===== src/rtl/core/kmr_pkg.sv =====
// Package for the key matrix report engine: constants, key code table,
// queue entry types. No dependencies.
`default_nettype none

package kmr_pkg;

    localparam int KEY_BITS          = 30;    // 6 rows x 5 columns, bit row*5+col
    localparam int REPORT_SLOTS_DEF  = 6;
    localparam int READ_CAP          = 6;     // a read never emits more bytes
    localparam int QUEUE_DEPTH       = 2;
    localparam int CODE_W            = 8;

    localparam logic [7:0] CMD_SLEEP     = 8'hAB;
    localparam logic [7:0] CMD_PING      = 8'h69;
    localparam logic [7:0] PING_REPLY_RST = 8'h69;

    localparam logic [1:0] ACT_SCAN = 2'd0;
    localparam logic [1:0] ACT_CMD  = 2'd1;
    localparam logic [1:0] ACT_READ = 2'd2;

    // Key codes in matrix bit order (row-major).
    localparam logic [7:0] KEY_CODE_TABLE [KEY_BITS] = '{
        8'h14, 8'h1A, 8'h08, 8'h15, 8'h17,
        8'h1C, 8'h18, 8'h0C, 8'h12, 8'h13,
        8'h04, 8'h16, 8'h07, 8'h09, 8'h0A,
        8'h0B, 8'h0D, 8'h0E, 8'h0F, 8'h2A,
        8'h1D, 8'h1B, 8'h06, 8'h19, 8'h2C,
        8'h00, 8'h05, 8'h11, 8'h10, 8'h28
    };

    typedef enum logic [2:0] {
        KIND_SCAN,
        KIND_READ,
        KIND_SLEEP,
        KIND_PING,
        KIND_NOP
    } kind_t;

    typedef struct packed {
        kind_t kind;
        logic  found;   // scan saw at least one pressed key
    } entry_ctl_t;

endpackage

`default_nettype wire


===== src/rtl/core/key_matrix_report_engine_top.sv =====
// Top level of the key matrix report engine: front classifier, entry queue,
// back end with report state. Depends on kmr_pkg, kmr_front, kmr_queue, kmr_back.
//
// Use:
//   s_axis carries one transaction per item: tuser = action (0 scan, 1 command
//   byte, 2 report read), tdata = key matrix bits and command byte.
//   m_axis returns the results: one status beat per scan or command, and six
//   report bytes per read with tlast on the sixth.
//   cfg_wr_en/cfg_wr_data write the ping reply byte; write it only while idle.
// Timing:
//   An accepted transaction is written into the queue; the back end pops it
//   and loads its first result into the output register. Scans and commands
//   are taken by the back end at one transaction per cycle while m_axis_tready
//   is high. A read holds the back end until its report bytes are all sent;
//   the front keeps queueing meanwhile.
// Reset:
//   Report slots clear, the interrupt level is released (high), the report
//   state machine starts in its start-up phase, the ping reply is 0x69.
// Stall:
//   A low m_axis_tready holds the output register; the back end stops, the
//   two-entry queue fills, then s_axis_tready drops. Nothing is lost.
`default_nettype none

module key_matrix_report_engine_top #(
    parameter int REPORT_SLOTS = kmr_pkg::REPORT_SLOTS_DEF
) (
    input  wire logic        clk,
    input  wire logic        rst_n,
    // config
    input  wire logic        cfg_wr_en,
    input  wire logic [7:0]  cfg_wr_data,
    // input stream
    input  wire logic        s_axis_tvalid,
    output logic             s_axis_tready,
    input  wire logic [39:0] s_axis_tdata,   // [29:0] key_matrix, [37:30] command_byte, pad
    input  wire logic [1:0]  s_axis_tuser,   // [1:0] action
    // output stream
    output logic             m_axis_tvalid,
    input  wire logic        m_axis_tready,
    output logic [15:0]      m_axis_tdata,   // [7:0] data_byte, [8] irq_line_n,
                                             // [9] sleep_request, pad
    output logic             m_axis_tlast,   // last_byte
    output logic [0:0]       m_axis_tuser    // [0] reply_valid
);

    localparam int KB      = kmr_pkg::KEY_BITS;
    localparam int CODES_W = REPORT_SLOTS * kmr_pkg::CODE_W;
    localparam int ENTRY_W = $bits(kmr_pkg::entry_ctl_t) + CODES_W + REPORT_SLOTS;

    kmr_pkg::entry_ctl_t        front_ctl, back_ctl;
    logic [CODES_W-1:0]         front_codes, back_codes;
    logic [REPORT_SLOTS-1:0]    front_mask, back_mask;
    logic [ENTRY_W-1:0]         push_data, pop_data;
    logic                       pop_valid, pop_ready;
    logic [7:0]                 data_byte;
    logic                       irq_line_n, sleep_request, reply_valid;

    // Classify the incoming transaction.
    kmr_front #(
        .REPORT_SLOTS(REPORT_SLOTS)
    ) u_front (
        .action       (s_axis_tuser),
        .key_matrix   (s_axis_tdata[KB-1:0]),
        .command_byte (s_axis_tdata[KB+7:KB]),
        .ctl          (front_ctl),
        .codes        (front_codes),
        .slot_mask    (front_mask)
    );

    assign push_data = {front_mask, front_codes, front_ctl};

    // Decouple front from back so each side stalls on its own.
    kmr_queue #(
        .WIDTH(ENTRY_W)
    ) u_queue (
        .clk        (clk),
        .rst_n      (rst_n),
        .push_valid (s_axis_tvalid),
        .push_ready (s_axis_tready),
        .push_data  (push_data),
        .pop_valid  (pop_valid),
        .pop_ready  (pop_ready),
        .pop_data   (pop_data)
    );

    assign {back_mask, back_codes, back_ctl} = pop_data;

    // Carry out the entry: update report state, sequence read bytes.
    kmr_back #(
        .REPORT_SLOTS(REPORT_SLOTS)
    ) u_back (
        .clk           (clk),
        .rst_n         (rst_n),
        .cfg_wr_en     (cfg_wr_en),
        .cfg_wr_data   (cfg_wr_data),
        .pop_valid     (pop_valid),
        .pop_ready     (pop_ready),
        .ctl           (back_ctl),
        .codes         (back_codes),
        .slot_mask     (back_mask),
        .m_valid       (m_axis_tvalid),
        .m_ready       (m_axis_tready),
        .data_byte     (data_byte),
        .last_byte     (m_axis_tlast),
        .irq_line_n    (irq_line_n),
        .sleep_request (sleep_request),
        .reply_valid   (reply_valid)
    );

    assign m_axis_tdata = {6'b0, sleep_request, irq_line_n, data_byte};
    assign m_axis_tuser = reply_valid;

endmodule

`default_nettype wire


===== src/rtl/core/kmr_front.sv =====
// Front end: classify an incoming transaction and build its queue entry.
// Depends on kmr_pkg.
`default_nettype none

module kmr_front #(
    parameter int REPORT_SLOTS = kmr_pkg::REPORT_SLOTS_DEF
) (
    input  wire logic [1:0]                        action,
    input  wire logic [kmr_pkg::KEY_BITS-1:0]      key_matrix,
    input  wire logic [7:0]                        command_byte,
    output kmr_pkg::entry_ctl_t                    ctl,
    output logic [REPORT_SLOTS*kmr_pkg::CODE_W-1:0] codes,
    output logic [REPORT_SLOTS-1:0]                slot_mask
);

    localparam int KB     = kmr_pkg::KEY_BITS;
    localparam int CW     = kmr_pkg::CODE_W;
    localparam int RANK_W = $clog2(KB + 1);

    logic [RANK_W-1:0] rank [KB];
    logic [RANK_W-1:0] total;
    logic [KB-1:0]     lower_mask [KB];

    // Rank of each key = number of pressed keys before it in scan order.
    always_comb
    begin
        total = RANK_W'($countones(key_matrix));
        for (int b = 0; b < KB; b++)
        begin
            lower_mask[b] = (KB'(1) << b) - KB'(1);
            rank[b]       = RANK_W'($countones(key_matrix & lower_mask[b]));
        end
    end

    // Slot s takes the code of the pressed key whose rank is s; drop the rest.
    always_comb
    begin
        codes     = '0;
        slot_mask = '0;
        for (int s = 0; s < REPORT_SLOTS; s++)
        begin
            slot_mask[s] = (total > RANK_W'(s));
            for (int b = 0; b < KB; b++)
            begin
                if (key_matrix[b] && (rank[b] == RANK_W'(s)))
                begin
                    codes[s*CW +: CW] = codes[s*CW +: CW] | kmr_pkg::KEY_CODE_TABLE[b];
                end
            end
        end
    end

    always_comb
    begin
        ctl.found = (total != '0);
        unique case (action)
            kmr_pkg::ACT_SCAN: ctl.kind = kmr_pkg::KIND_SCAN;
            kmr_pkg::ACT_READ: ctl.kind = kmr_pkg::KIND_READ;
            kmr_pkg::ACT_CMD:
            begin
                if (command_byte == kmr_pkg::CMD_SLEEP)
                begin
                    ctl.kind = kmr_pkg::KIND_SLEEP;
                end
                else if (command_byte == kmr_pkg::CMD_PING)
                begin
                    ctl.kind = kmr_pkg::KIND_PING;
                end
                else
                begin
                    ctl.kind = kmr_pkg::KIND_NOP;
                end
            end
            default: ctl.kind = kmr_pkg::KIND_NOP;
        endcase
    end

endmodule

`default_nettype wire


===== src/rtl/core/kmr_queue.sv =====
// Short queue between front and back end, valid/ready on both sides.
// Depends on kmr_pkg.
`default_nettype none

module kmr_queue #(
    parameter int WIDTH = 8
) (
    input  wire logic             clk,
    input  wire logic             rst_n,
    input  wire logic             push_valid,
    output logic                  push_ready,
    input  wire logic [WIDTH-1:0] push_data,
    output logic                  pop_valid,
    input  wire logic             pop_ready,
    output logic [WIDTH-1:0]      pop_data
);

    localparam int DEPTH = kmr_pkg::QUEUE_DEPTH;
    localparam int PTR_W = (DEPTH > 1) ? $clog2(DEPTH) : 1;
    localparam int CNT_W = $clog2(DEPTH + 1);

    logic [WIDTH-1:0] data_reg [DEPTH];
    logic [PTR_W-1:0] wr_ptr_reg, wr_ptr_next;
    logic [PTR_W-1:0] rd_ptr_reg, rd_ptr_next;
    logic [CNT_W-1:0] count_reg, count_next;
    logic             push, pop;

    assign push_ready = (count_reg != CNT_W'(DEPTH));
    assign pop_valid  = (count_reg != '0);
    assign pop_data   = data_reg[rd_ptr_reg];
    assign push       = push_valid && push_ready;
    assign pop        = pop_valid && pop_ready;

    always_comb
    begin
        wr_ptr_next = wr_ptr_reg;
        rd_ptr_next = rd_ptr_reg;
        count_next  = count_reg;
        if (push)
        begin
            wr_ptr_next = (wr_ptr_reg == PTR_W'(DEPTH - 1)) ? '0 : wr_ptr_reg + PTR_W'(1);
        end
        if (pop)
        begin
            rd_ptr_next = (rd_ptr_reg == PTR_W'(DEPTH - 1)) ? '0 : rd_ptr_reg + PTR_W'(1);
        end
        if (push && !pop)
        begin
            count_next = count_reg + CNT_W'(1);
        end
        else if (pop && !push)
        begin
            count_next = count_reg - CNT_W'(1);
        end
    end

    always_ff @(posedge clk or negedge rst_n)
    begin
        if (!rst_n)
        begin
            wr_ptr_reg <= '0;
            rd_ptr_reg <= '0;
            count_reg  <= '0;
        end
        else
        begin
            wr_ptr_reg <= wr_ptr_next;
            rd_ptr_reg <= rd_ptr_next;
            count_reg  <= count_next;
        end
    end

    always_ff @(posedge clk)
    begin
        if (push)
        begin
            data_reg[wr_ptr_reg] <= push_data;
        end
    end

    a_count_bound: assert property (@(posedge clk) disable iff (!rst_n)
        count_reg <= CNT_W'(DEPTH))
        else $error("queue count beyond depth");

    a_count_track: assert property (@(posedge clk) disable iff (!rst_n)
        (push && !pop) |=> (count_reg == $past(count_reg) + CNT_W'(1)))
        else $error("queue count missed a push");

endmodule

`default_nettype wire


===== src/rtl/core/kmr_back.sv =====
// Back end: report slots, report state machine, read-out sequencer and
// output register. Depends on kmr_pkg.
`default_nettype none

module kmr_back #(
    parameter int REPORT_SLOTS = kmr_pkg::REPORT_SLOTS_DEF
) (
    input  wire logic                                   clk,
    input  wire logic                                   rst_n,
    input  wire logic                                   cfg_wr_en,
    input  wire logic [7:0]                             cfg_wr_data,
    input  wire logic                                   pop_valid,
    output logic                                        pop_ready,
    input  wire kmr_pkg::entry_ctl_t                    ctl,
    input  wire logic [REPORT_SLOTS*kmr_pkg::CODE_W-1:0] codes,
    input  wire logic [REPORT_SLOTS-1:0]                slot_mask,
    output logic                                        m_valid,
    input  wire logic                                   m_ready,
    output logic [7:0]                                  data_byte,
    output logic                                        last_byte,
    output logic                                        irq_line_n,
    output logic                                        sleep_request,
    output logic                                        reply_valid
);

    localparam int CW     = kmr_pkg::CODE_W;
    localparam int READ_N = (REPORT_SLOTS < kmr_pkg::READ_CAP) ? REPORT_SLOTS
                                                               : kmr_pkg::READ_CAP;
    localparam int SLOT_W = (REPORT_SLOTS > 1) ? $clog2(REPORT_SLOTS) : 1;
    localparam logic [SLOT_W-1:0] LAST_IDX = SLOT_W'(READ_N - 1);

    typedef enum logic [1:0] {
        PH_STARTUP,
        PH_ACTIVE,
        PH_RELEASE
    } phase_t;

    logic [CW-1:0]     slots_reg [REPORT_SLOTS];
    logic [CW-1:0]     slots_next [REPORT_SLOTS];
    phase_t            phase_reg, phase_next;
    logic              irq_reg, irq_next;
    logic              reading_reg, reading_next;
    logic [SLOT_W-1:0] idx_reg, idx_next;
    logic [7:0]        ping_reg, ping_next;

    logic              m_valid_reg, m_valid_next;
    logic [7:0]        byte_reg, byte_next;
    logic              last_reg, last_next;
    logic              irq_out_reg, irq_out_next;
    logic              sleep_reg, sleep_next;
    logic              reply_reg, reply_next;

    logic              can_issue;
    logic              pop;

    assign can_issue = !m_valid_reg || m_ready;
    assign pop_ready = can_issue && !reading_reg;
    assign pop       = pop_valid && pop_ready;

    assign m_valid       = m_valid_reg;
    assign data_byte     = byte_reg;
    assign last_byte     = last_reg;
    assign irq_line_n    = irq_out_reg;
    assign sleep_request = sleep_reg;
    assign reply_valid   = reply_reg;

    always_comb
    begin
        slots_next   = slots_reg;
        phase_next   = phase_reg;
        irq_next     = irq_reg;
        reading_next = reading_reg;
        idx_next     = idx_reg;
        ping_next    = cfg_wr_en ? cfg_wr_data : ping_reg;
        m_valid_next = m_valid_reg && !m_ready;
        byte_next    = byte_reg;
        last_next    = last_reg;
        irq_out_next = irq_out_reg;
        sleep_next   = sleep_reg;
        reply_next   = reply_reg;

        if (can_issue && reading_reg)
        begin
            // Emit the next report byte and clear its slot.
            m_valid_next       = 1'b1;
            byte_next          = slots_reg[idx_reg];
            slots_next[idx_reg] = '0;
            last_next          = (idx_reg == LAST_IDX);
            sleep_next         = 1'b0;
            reply_next         = 1'b0;
            irq_out_next       = irq_reg;
            if (idx_reg == LAST_IDX)
            begin
                reading_next = 1'b0;
            end
            else
            begin
                idx_next = idx_reg + SLOT_W'(1);
            end
        end
        else if (pop)
        begin
            m_valid_next = 1'b1;
            byte_next    = '0;
            last_next    = 1'b0;
            sleep_next   = 1'b0;
            reply_next   = 1'b0;
            unique case (ctl.kind)
                kmr_pkg::KIND_SCAN:
                begin
                    if (phase_reg == PH_ACTIVE || (phase_reg == PH_RELEASE && ctl.found))
                    begin
                        if (ctl.found)
                        begin
                            for (int s = 0; s < REPORT_SLOTS; s++)
                            begin
                                if (slot_mask[s])
                                begin
                                    slots_next[s] = codes[s*CW +: CW];
                                end
                            end
                            irq_next   = 1'b0;
                            phase_next = PH_RELEASE;
                        end
                    end
                    else
                    begin
                        // Start-up or release: send a null report.
                        for (int s = 0; s < REPORT_SLOTS; s++)
                        begin
                            slots_next[s] = '0;
                        end
                        irq_next   = 1'b0;
                        phase_next = PH_ACTIVE;
                    end
                end
                kmr_pkg::KIND_READ:
                begin
                    irq_next      = 1'b1;
                    byte_next     = slots_reg[0];
                    slots_next[0] = '0;
                    last_next     = (READ_N == 1);
                    reading_next  = (READ_N > 1);
                    idx_next      = SLOT_W'(1);
                end
                kmr_pkg::KIND_SLEEP: sleep_next = 1'b1;
                kmr_pkg::KIND_PING:
                begin
                    byte_next  = ping_reg;
                    reply_next = 1'b1;
                end
                default: ;
            endcase
            irq_out_next = irq_next;
        end
    end

    always_ff @(posedge clk or negedge rst_n)
    begin
        if (!rst_n)
        begin
            for (int s = 0; s < REPORT_SLOTS; s++)
            begin
                slots_reg[s] <= '0;
            end
            phase_reg   <= PH_STARTUP;
            irq_reg     <= 1'b1;
            reading_reg <= 1'b0;
            idx_reg     <= '0;
            ping_reg    <= kmr_pkg::PING_REPLY_RST;
            m_valid_reg <= 1'b0;
        end
        else
        begin
            slots_reg   <= slots_next;
            phase_reg   <= phase_next;
            irq_reg     <= irq_next;
            reading_reg <= reading_next;
            idx_reg     <= idx_next;
            ping_reg    <= ping_next;
            m_valid_reg <= m_valid_next;
        end
    end

    always_ff @(posedge clk)
    begin
        byte_reg    <= byte_next;
        last_reg    <= last_next;
        irq_out_reg <= irq_out_next;
        sleep_reg   <= sleep_next;
        reply_reg   <= reply_next;
    end

    a_read_idx: assert property (@(posedge clk) disable iff (!rst_n)
        reading_reg |-> (idx_reg != '0 && idx_reg <= LAST_IDX))
        else $error("read index out of range");

    a_read_release: assert property (@(posedge clk) disable iff (!rst_n)
        (pop && ctl.kind == kmr_pkg::KIND_READ) |=> (irq_reg && m_valid_reg))
        else $error("read did not release the interrupt line");

    a_last_clean: assert property (@(posedge clk) disable iff (!rst_n)
        (m_valid_reg && last_reg) |-> (!sleep_reg && !reply_reg && irq_out_reg))
        else $error("final read byte carries command flags");

endmodule

`default_nettype wire

===== config.mk =====
export PLATFORM = sky130hd
export DESIGN_NAME = key_matrix_report_engine_top
export DESIGN_NICKNAME = d
export VERILOG_FILES = /design/src/rtl/core/kmr_pkg.sv /design/src/rtl/core/key_matrix_report_engine_top.sv /design/src/rtl/core/kmr_front.sv /design/src/rtl/core/kmr_queue.sv /design/src/rtl/core/kmr_back.sv
export SDC_FILE = /design/constraint.sdc
export NUM_CORES = 1
export LEC_CHECK = 0
export BUFFER_PORTS_ARGS = -buffer_cell sky130_fd_sc_hd__buf_2
export CAP_MARGIN = 20
export CORE_MARGIN = 10
export CORE_UTILIZATION = 60
export CTS_CLUSTER_DIAMETER = 50
export DETAILED_ROUTE_END_ITERATION = 8
export GPL_TIMING_DRIVEN = 0
export PLACE_DENSITY_LB_ADDON = 0.2
export SYNTH_ARGS = -nofsm -noshare
export SYNTH_HDL_FRONTEND = slang
export SYNTH_SLANG_ARGS = --single-unit

===== constraint.sdc =====
create_clock -name clk -period 3.9 [get_ports clk]
set_clock_uncertainty 0.2 [all_clocks]
set_input_delay 0.195 -clock clk [delete_from_list [all_inputs] [get_ports clk]]
set_output_delay 0.195 -clock clk [all_outputs]
set_load 0.01 [all_outputs]

# After elaboration in Yosys (flattened, before gate mapping)
# Memory sizes are Yosys's and may differ from the RTL's.
# Index checks and enable logic that the tools add are counted.
classes:
  bitwise: 4
  n_mux: 306
  n_eq_ne: 156
  n_div: 0
  n_lt_le_gt_ge: 8
  n_mul: 0
  n_addsub: 74
  n_reduce_logical: 227
  shift: 0
op_table:
  columns: ["op", "count"]
  rows:
  - ["$mux W48", 12]
  - ["$mux W5", 75]
  - ["$mux W8", 46]
  - ["$eq A5 B2 Y1 const B", 54]
  - ["$eq A5 B3 Y1 const B", 54]
  - ["$add A5 B5 Y5", 39]
  - ["$mux W4", 48]
  - ["$logic_and A1 B1 Y1", 173]
  - ["$logic_not A5 Y1", 28]
  - ["$eq A5 B1 Y1 const B", 27]
  - ["$mux W40", 3]
  - ["$mux W3", 37]
  - ["$mux W6", 18]
  - ["$add A5 B1 Y5", 13]
  - ["$and A48 B48 Y48", 1]
  - ["$not A48 Y48", 1]
  - ["$mux W1", 44]
  - ["$mux W2", 17]
  - ["$pmux W8 S2", 2]
  - ["$add A1 B1 Y2", 15]
  - ["$reduce_and A4 Y1", 7]
  - ["$bmux W8 S3", 1]
  - ["$demux W8 S3", 1]
  - ["$ne A3 B2 Y1 const B", 6]
  - ["other kinds (32)", 53]
word_totals:
  latch_bits: 0
  wordCells: 796
  n_memories: 1
  out_inout_bits: 20
  rom_bits: 0
  inputBits: 55
  mem_bits_rw: 92
  reg_bits: 80
mem_list:
  columns: ["memory", "words", "word_bits", "rd", "rd_ports_with_merged_regs", "write_ports", "line", "source"]
  rows:
  - ["u_queue.data_reg", 2, 46, 1, 0, 1, "kmr_queue.sv:22", "logic [WIDTH-1:0] data_reg [DEPTH];"]

# Longest topological paths before layout
# Gate-level depths: netlist (run 1).
logic_depth:
  ltp_word: 30
  mapped_depth: 28
  ltp_nobuf: 24

# Hierarchy
# A second synthesis (run 1) with hierarchy kept.
unflattened:
  hier_cells: 1432
  hier_area_um2: 15319.7
by_module_without_submodules:
  columns: ["module", "n_inst", "cells_each", "area_per_inst_um2", "seq_area_each_um2"]
  rows:
  - ["kmr_front", 1, 919, 7098.1, 0.0]
  - ["kmr_queue", 1, 199, 4425.5, 3583.4]
  - ["kmr_back", 1, 305, 3732.3, 1948.1]
  - ["key_matrix_report_engine_top", 1, 9, 63.8, 0.0]

# Worst setup path before layout (run 1)
# No wires, ideal clock.
synth_timing:
  kind: "input-to-reg"
  start: "in s_axis_tdata[0]"
  end: "mem u_queue.data_reg[0][40] (netlist bit), data pin"
  required_ns: 3.435
  setup_ns: 0.265
  n_path_buf: 2
  stages: 25
  path_slack_ns: -2.940
  t_arrival_ns: 6.376
  cell_sequence: "inv_1 ha_1 inv_1 fa_1 inv_1 ha_1 clkbuf_1 xor2_1 ha_1 inv_1 fa_1 inv_1 ha_1 fa_1 clkbuf_1 inv_1 fa_1 inv_1 ha_1 ha_1 a211oi_1 xnor2_1 a2bb2oi_1 or3_1 or2_2"
synth_between:
  elab_chain_len: 6
synth_rtl:
  columns: ["item", "line", "source"]
  rows:
  - ["start, declared", "key_matrix_report_engine_top.sv:35", "input wire logic [39:0] s_axis_tdata,"]
  - ["$add A1 B1 Y2 (implied by the code)", "kmr_front.sv:27", "total = RANK_W'($countones(key_matrix));"]
  - ["$add A2 B2 Y3 (implied by the code)", "kmr_front.sv:27", null]
  - ["$add A5 B5 Y5 (implied by the code) (3 in a row)", "kmr_front.sv:27", null]
  - ["$gt A5 B1 Y1", "kmr_front.sv:42", "slot_mask[s] = (total > RANK_W'(s));"]
  - ["end, declared", "kmr_queue.sv:22", null]
# No other way between the ends.

# Worst setup path after layout (run 1)
layout_timing:
  start: "in s_axis_tdata[0]"
  end: "mem u_queue.data_reg[1][31] (netlist bit), data pin"
layout_between:
  elab_chain_len: 26
  word_cells_on_any_way: 73
  classes_between: "add/sub (18); eq/ne (16); mux (23); reduce/logical (16)"
layout_rtl:
  columns: ["item", "line", "source"]
  rows:
  - ["$add A1 B1 Y2 (implied by the code) (*)", "kmr_front.sv:31", "rank[b] = RANK_W'($countones(key_matrix & lower_mask[b]));"]
  - ["branches (longest 24 deep; another with $add A5 B1 Y5)", null, null]
  - ["$mux W6 (*)", "kmr_front.sv:45", "if (key_matrix[b] && (rank[b] == RANK_W'(s)))"]
  - ["named net front_codes[35]", "key_matrix_report_engine_top.sv:51", "logic [CODES_W-1:0] front_codes, back_codes;"]
# Mark *: on every way through the listed nets, which the timed path passes.

==> impl_metrics.tcl, run 1 <==
set metrics [dict create \
    synth-compound-area-share_pct 14.1 \
    nNetsFinal 1634 \
    synthMuxAreaShare_pct 5.20 \
    insertion_delay_ps 420 \
    ys_types 94 \
    ys_warn_count 0 \
    largest_reg_flops 90 \
    grt_pass1_wl_um 68400 \
    hold_violations 0 \
    viasPerCell 6.81 \
    cp.required_ps 3810 \
    cts_sinks 170 \
    rsz0062_at_grt "yes" \
    reg2reg_from "u_queue.rd_ptr_reg" \
    synth-edff-count 100 \
    fin_area_um2 16400 \
    postRouteAntennaNets 0 \
    critPathSlowestCell "fa_2" \
    cts_buffer_depth 2 \
    root_buffer "clkbuf_16" \
    synth-async-reset-ratio_pct 40.0 \
    final_util_pct 77.6 \
    synth_seq_area_share_pct 36.5 \
    max_stage_delay_ps 600 \
    use_met3_pct 4.49 \
    critPathKind "in2reg" \
    worstPathMaxFanout 3 \
    cp-endpoint "u_queue.data_reg[1][31]" \
    cts_buffers 17 \
    min_path_type "in2reg" \
    busiest_layer "met2" \
    drcViolationCount 0 \
    netlist.top_cell.by_area "edfxtp_1" \
    final_cell_mix "edfxtp_1 (100), inv_1 (92), nor2_1 (75), nand2_1 (69), buf_4 (64)" \
    synthXorXnorAreaFrac_pct 4.34 \
    synthAdderAreaFrac_pct 15.2 \
    fin_crit_sh_pct 147 \
    routed_wl_um 46400 \
    cts_tree "built" \
    vias 11900 \
    cp-start-kind "input port" \
    crit_family "adder cells" \
    die_area_um2 28000 \
    drt_iter0_drc 1258 \
    outcome "finished, violations left" \
    placement.cell_area_um2 14000 \
    yosys-top-cells-area "edfxtp_1 (23%), dfrtp_1 (12%), fa_1 (7.8%), ha_1 (7.1%), mux2i_1 (4.1%)" \
    grt_overflow_total 0 \
    num_rows 53 \
    antenna_found_initial 0 \
    final_common_cell "edfxtp_1" \
    nFillCells 1283 \
    wire_per_inst_um 26.6 \
    initial_core_util_pct 61.5 \
    post-route-min-period_ps 5740 \
    setup_violations 84 \
    syn_to_final_growth_pct 26.1 \
    startpoint "s_axis_tdata[0]" \
    place_congestion 1.10 \
    layout-drive-gt1-share_pct 28.3 \
    die_w_um 167 \
    slew_viol_final 0 \
    syn_area_per_cell_um2 10.2 \
    rr_endpoint "u_back.slots_reg[32]" \
    port_buffers 65 \
    grt_pass1_vias 11800 \
    violations "setup timing" \
    clkSlewWorstSetupHoldPaths_ps 60 \
    setup_ws_ps -1840 \
    worstPathArrival_ps 5650 \
    synth_top_area_share_pct 23.1 \
    synthSimpleGateAreaFrac_pct 20.0 \
    antennaDiodeCount 0 \
    use_met2_pct 55.1 \
    r2r_setup_slack_ps 810 \
    worstPathBufferInverterCount 9 \
    crit_path_end_kind "register" \
    synth_top_family_by_area "simple AND/OR/NAND/NOR gates" \
    grt_use_total_pct 31.1 \
    slew_headroom_pct 21.2 \
    yosys_most_used_dff "edfxtp_1" \
    ys_ff_latch 170 \
    ios 75 \
    grt.met1_usage_pct 35.4 \
    max-cap-violations 0 \
    cpMostUsedCell "ha_4" \
    worstMarginPinSlew_ps 1170 \
    regArea_um2 4750 \
    crit_cells 27 \
    synthesis.instances 1279 \
    htreeDepth 4 \
    coreArea_um2 21200 \
    fmax_ghz 0.174 \
    rr_worst_depth 6 \
    grt_max_degree 69 \
    firstDrtPassIters 9 \
    die_h_um 167 \
    multiInputGateArea_um2 8890 \
    syn-cell-area_um2 13000 \
    hpwl_um 33800 \
]
## cell type report
cell class | count | share of cell area [%]
Tap cell | 275 | 2.10
Buffer | 37 | 1.52
Inverter | 108 | 2.70
Multi-Input combinational cell | 967 | 54.2
Timing Repair Buffer | 153 | 7.04
Sequential cell | 170 | 28.9
Clock inverter | 12 | 0.854
Clock buffer | 20 | 2.66
## per-layer routing
layer | up-vias | part of all wire, % | wire length (um)
met3 | 218 | 7.0 | 3270
li1 | 5118 | - | -
met2 | 745 | 50 | 23100
met5 | - | 0 | 0
met4 | 0 | 7.1 | 3300
met1 | 5777 | 36 | 16800
## kinds of logic (layout without fill, tap and decap cells)
| family | after synthesis | after routing |
|---|---|---|
| mux | 65 | 65 |
| xor+xnor | 52 | 52 |
| compound gates | 248 | 248 |
| simple gates | 468 | 468 |
| buf+inv | 147 | 330 |
| fa+ha+maj | 128 | 128 |
| flops | 170 | 170 |
| other cells | 1 | 6 |
## synthesized netlist by cell type, types with 15 or more instances
| cell type | number |
|---|---|
| clkbuf_1 | 19 |
| fa_1 | 51 |
| nor4_1 | 19 |
| edfxtp_1 | 100 |
| o21ai_0 | 26 |
| nor2_1 | 80 |
| and2_1 | 20 |
| nand3_1 | 49 |
| nand4_1 | 33 |
| and3_1 | 15 |
| nor2b_1 | 18 |
| mux2i_1 | 53 |
| a21oi_1 | 50 |
| ha_1 | 74 |
| inv_1 | 104 |
| o2bb2ai_1 | 31 |
| xnor2_1 | 30 |
| nand2b_1 | 17 |
| a31oi_1 | 18 |
| nand2_1 | 75 |
| nor3_1 | 46 |
| dfrtp_1 | 63 |
## worst register-to-register path, stage by stage (launching register included)
cell and delay [ps]:
dfrtp_1 420, nor3_1 350, a2bb2oi_1 340, nand2_1 180
nor4_1 860, nand2_1 360, o2bb2ai_1 290
## how the worst min path moves through the flow
stage / endpoint / cells after the start / from
finish: u_queue.data_reg[1][1] / 3 / s_axis_tuser[1]
global placement: u_back.ping_reg[6] / 2 / cfg_wr_data[6]
global route: u_queue.data_reg[1][1] / 3 / s_axis_tuser[1]
detailed placement: u_queue.count_reg[1] / 1 / rst_n
floorplan: u_back.idx_reg[0] / 0 / rst_n
CTS: u_queue.data_reg[0][1] / 3 / s_axis_tuser[1]
## repair_timing
action / in CTS / in global routing
pin swaps: 73 / 57
endpoints found under the hold margin: 80 / 0
setup endpoints to repair: 84 / 84
buffers inserted: 55 / 23
hold buffers: 12 / 0
resized for setup: 142 / 92
cloned: 0 / 0
## metrics by stage
step                      hold slack (ps)  std cells  TNS, ps  setup slack (ps)
after floorplan                      -301       1284  -147810             -2140
after global placement                227       1624  -250950             -3550
after detailed placement              150       1626  -247620             -3590
after CTS                            30.8       1725  -147770             -2040
after global routing                 59.9       1742  -141640             -1950
final                                37.2       1742  -133790             -1840
Power of run 1 is not shown: default switching activity piles up to over one toggle a cycle in this logic, so the estimate is an artifact.
==> run 2, diff against run 1 <==
--- a/config.mk
+++ b/config.mk
@@ -12,7 +12,7 @@
 export CTS_CLUSTER_DIAMETER = 50
 export DETAILED_ROUTE_END_ITERATION = 8
 export GPL_TIMING_DRIVEN = 0
-export PLACE_DENSITY_LB_ADDON = 0.2
+export PLACE_DENSITY = 0.79
 export SYNTH_ARGS = -nofsm -noshare
 export SYNTH_HDL_FRONTEND = slang
 export SYNTH_SLANG_ARGS = --single-unit
==> impl_metrics.tcl, run 2 (synthesis results as in run 1) <==
set metrics [dict create \
    outcome "finished, violations left" \
    violations "setup timing" \
    vias 11800 \
    startpoint "s_axis_tdata[0]" \
    rr_endpoint "u_back.slots_reg[16]" \
    worstMarginPinSlew_ps 1180 \
    routed_wl_um 46000 \
    fin_crit_sh_pct 150 \
    min_path_type "in2reg" \
    critPathKind "in2reg" \
    root_buffer "clkbuf_16" \
    min_to "u_queue.data_reg[1][6]" \
    final_common_cell "edfxtp_1" \
    rsz0062_at_grt "yes" \
    layout-drive-gt1-share_pct 27.5 \
    die_h_um 167 \
    cts_buffer_depth 2 \
    hold_violations 0 \
    cp.required_ps 3800 \
    grt_pass1_wl_um 69700 \
    max-cap-violations 0 \
    cts_sinks 170 \
    worstPathArrival_ps 5750 \
    fmax_ghz 0.171 \
    insertion_delay_ps 440 \
    hpwl_um 34800 \
    hold_start "s_axis_tdata[0]" \
    firstDrtPassIters 6 \
    coreArea_um2 21200 \
    antenna_found_initial 0 \
    postRouteAntennaNets 0 \
    die_area_um2 28000 \
    clkSlewWorstSetupHoldPaths_ps 70 \
    drcViolationCount 0 \
    setup_violations 84 \
    drt_iter0_drc 1364 \
    cp-start-kind "input port" \
    grt_pass1_vias 11800 \
    dpl.cell_count 1626 \
    slew_headroom_pct 20.5 \
    port_buffers 65 \
    num_rows 53 \
    setup_ws_ps -1950 \
    cts_tree "built" \
    post-route-min-period_ps 5850 \
    slew_viol_final 0 \
    die_w_um 167 \
    crit_path_end_kind "register" \
    final_cells 1743 \
    wire_per_inst_um 26.4 \
    reg2reg_from "u_queue.rd_ptr_reg" \
    syn_to_final_growth_pct 24.9 \
    grt_max_degree 69 \
    place_congestion 1.12 \
    grt_use_total_pct 31.7 \
    antennaDiodeCount 0 \
    nNetsFinal 1635 \
    viasPerCell 6.75 \
    ios 75 \
    dp_slack_ps -3630 \
    cts_buffers 17 \
    final_cell_mix "edfxtp_1 (100), inv_1 (93), nor2_1 (75), buf_4 (72), nand2_1 (68)" \
    hold_slack_ps 106 \
    initial_core_util_pct 61.5 \
    worstPathMaxFanout 3 \
    largest_reg_flops 90 \
    hold_depth 4 \
    r2r_setup_slack_ps 770 \
    grt_overflow_total 0 \
    rr_worst_depth 7 \
    htreeDepth 4 \
]
[run 2: cell types whose count changed in the layout (fill, tap and decap cells not counted), sizes merged]
| cell | change |
|---|---|
| clkinvlp | -2 |
| clkbuf | -3 |
| inv | +5 |
| dlygate4sd3 | +1 |
| clkinv | +2 |
| bufinv | -2 |
[run 2: routing by layer]
| layer | part of all wire (%) | wire length, um | up-vias | track usage, % |
|---|---|---|---|---|
| met4 | 5.3 | 2460 | 0 | 16.1 |
| met3 | 8.5 | 3900 | 143 | 5.99 |
| met5 | 0 | 0 | - | 0 |
| met1 | 37 | 16800 | 5778 | 37.1 |
| met2 | 50 | 22800 | 713 | 54.5 |
| li1 | - | - | 5125 | - |
[run 2: worst max-delay path, cell delays in order]
cell       delay, ps
buf_12           100
inv_12            30
ha_4             280
inv_4             40
fa_2             360
inv_2             80
ha_4             200
clkbuf_16        150
xor2_4           150
ha_4             310
inv_6             40
fa_1             530
inv_2             60
ha_4             180
fa_2             610
buf_8            100
inv_2             40
fa_1             540
inv_2             70
fa_2             380
a21oi_2          140
xnor2_1          160
o21ai_1          110
and4_4           220
a211o_4          350
nand4b_1         300
[run 2: worst max-delay path by stage]
stage,endpoint,slack [ps],cells after the start
2_1_floorplan,u_queue.data_reg[0][40],-2140,26
3_3_place_gp,u_queue.data_reg[0][24],-3570,25
3_5_place_dp,u_queue.data_reg[0][24],-3630,28
4_1_cts,u_queue.data_reg[0][19],-2010,27
5_1_grt,u_queue.data_reg[1][31],-2020,27
6_report,u_queue.data_reg[0][19],-1950,26
[run 2: layout make-up]
cell class                 instances  area (um^2)
multi-input combinational        967         8750
fill                            1312         4900
sequential                       170         4750
timing repair buffer             153         1120
inverter                         108          434
clock buffer                      17          425
tap                              275          344
buffer                            38          250
clock inverter                    15          173
[run 2: what timing repair did]
action                                  4_1_cts  5_1_grt
pin swaps                                    84       42
endpoints found under the hold margin        79        0
hold buffers                                 13        0
endpoints found under the setup margin       84       84
setup buffers                                64       12
resized for setup                           158       38
[run 2: per-stage QoR]
step / instance area, um^2 / TNS, ps / util, %
final: 16300 / -148440 / 76.8
after CTS: 16000 / -148150 / 75.9
after detailed placement: 14000 / -249570 / 66.2
after global routing: 16300 / -153610 / 76.8
after global placement: 14000 / -254890 / 66.0
after floorplan: 13300 / -147810 / -
Power of run 2 is left out for the same reason.
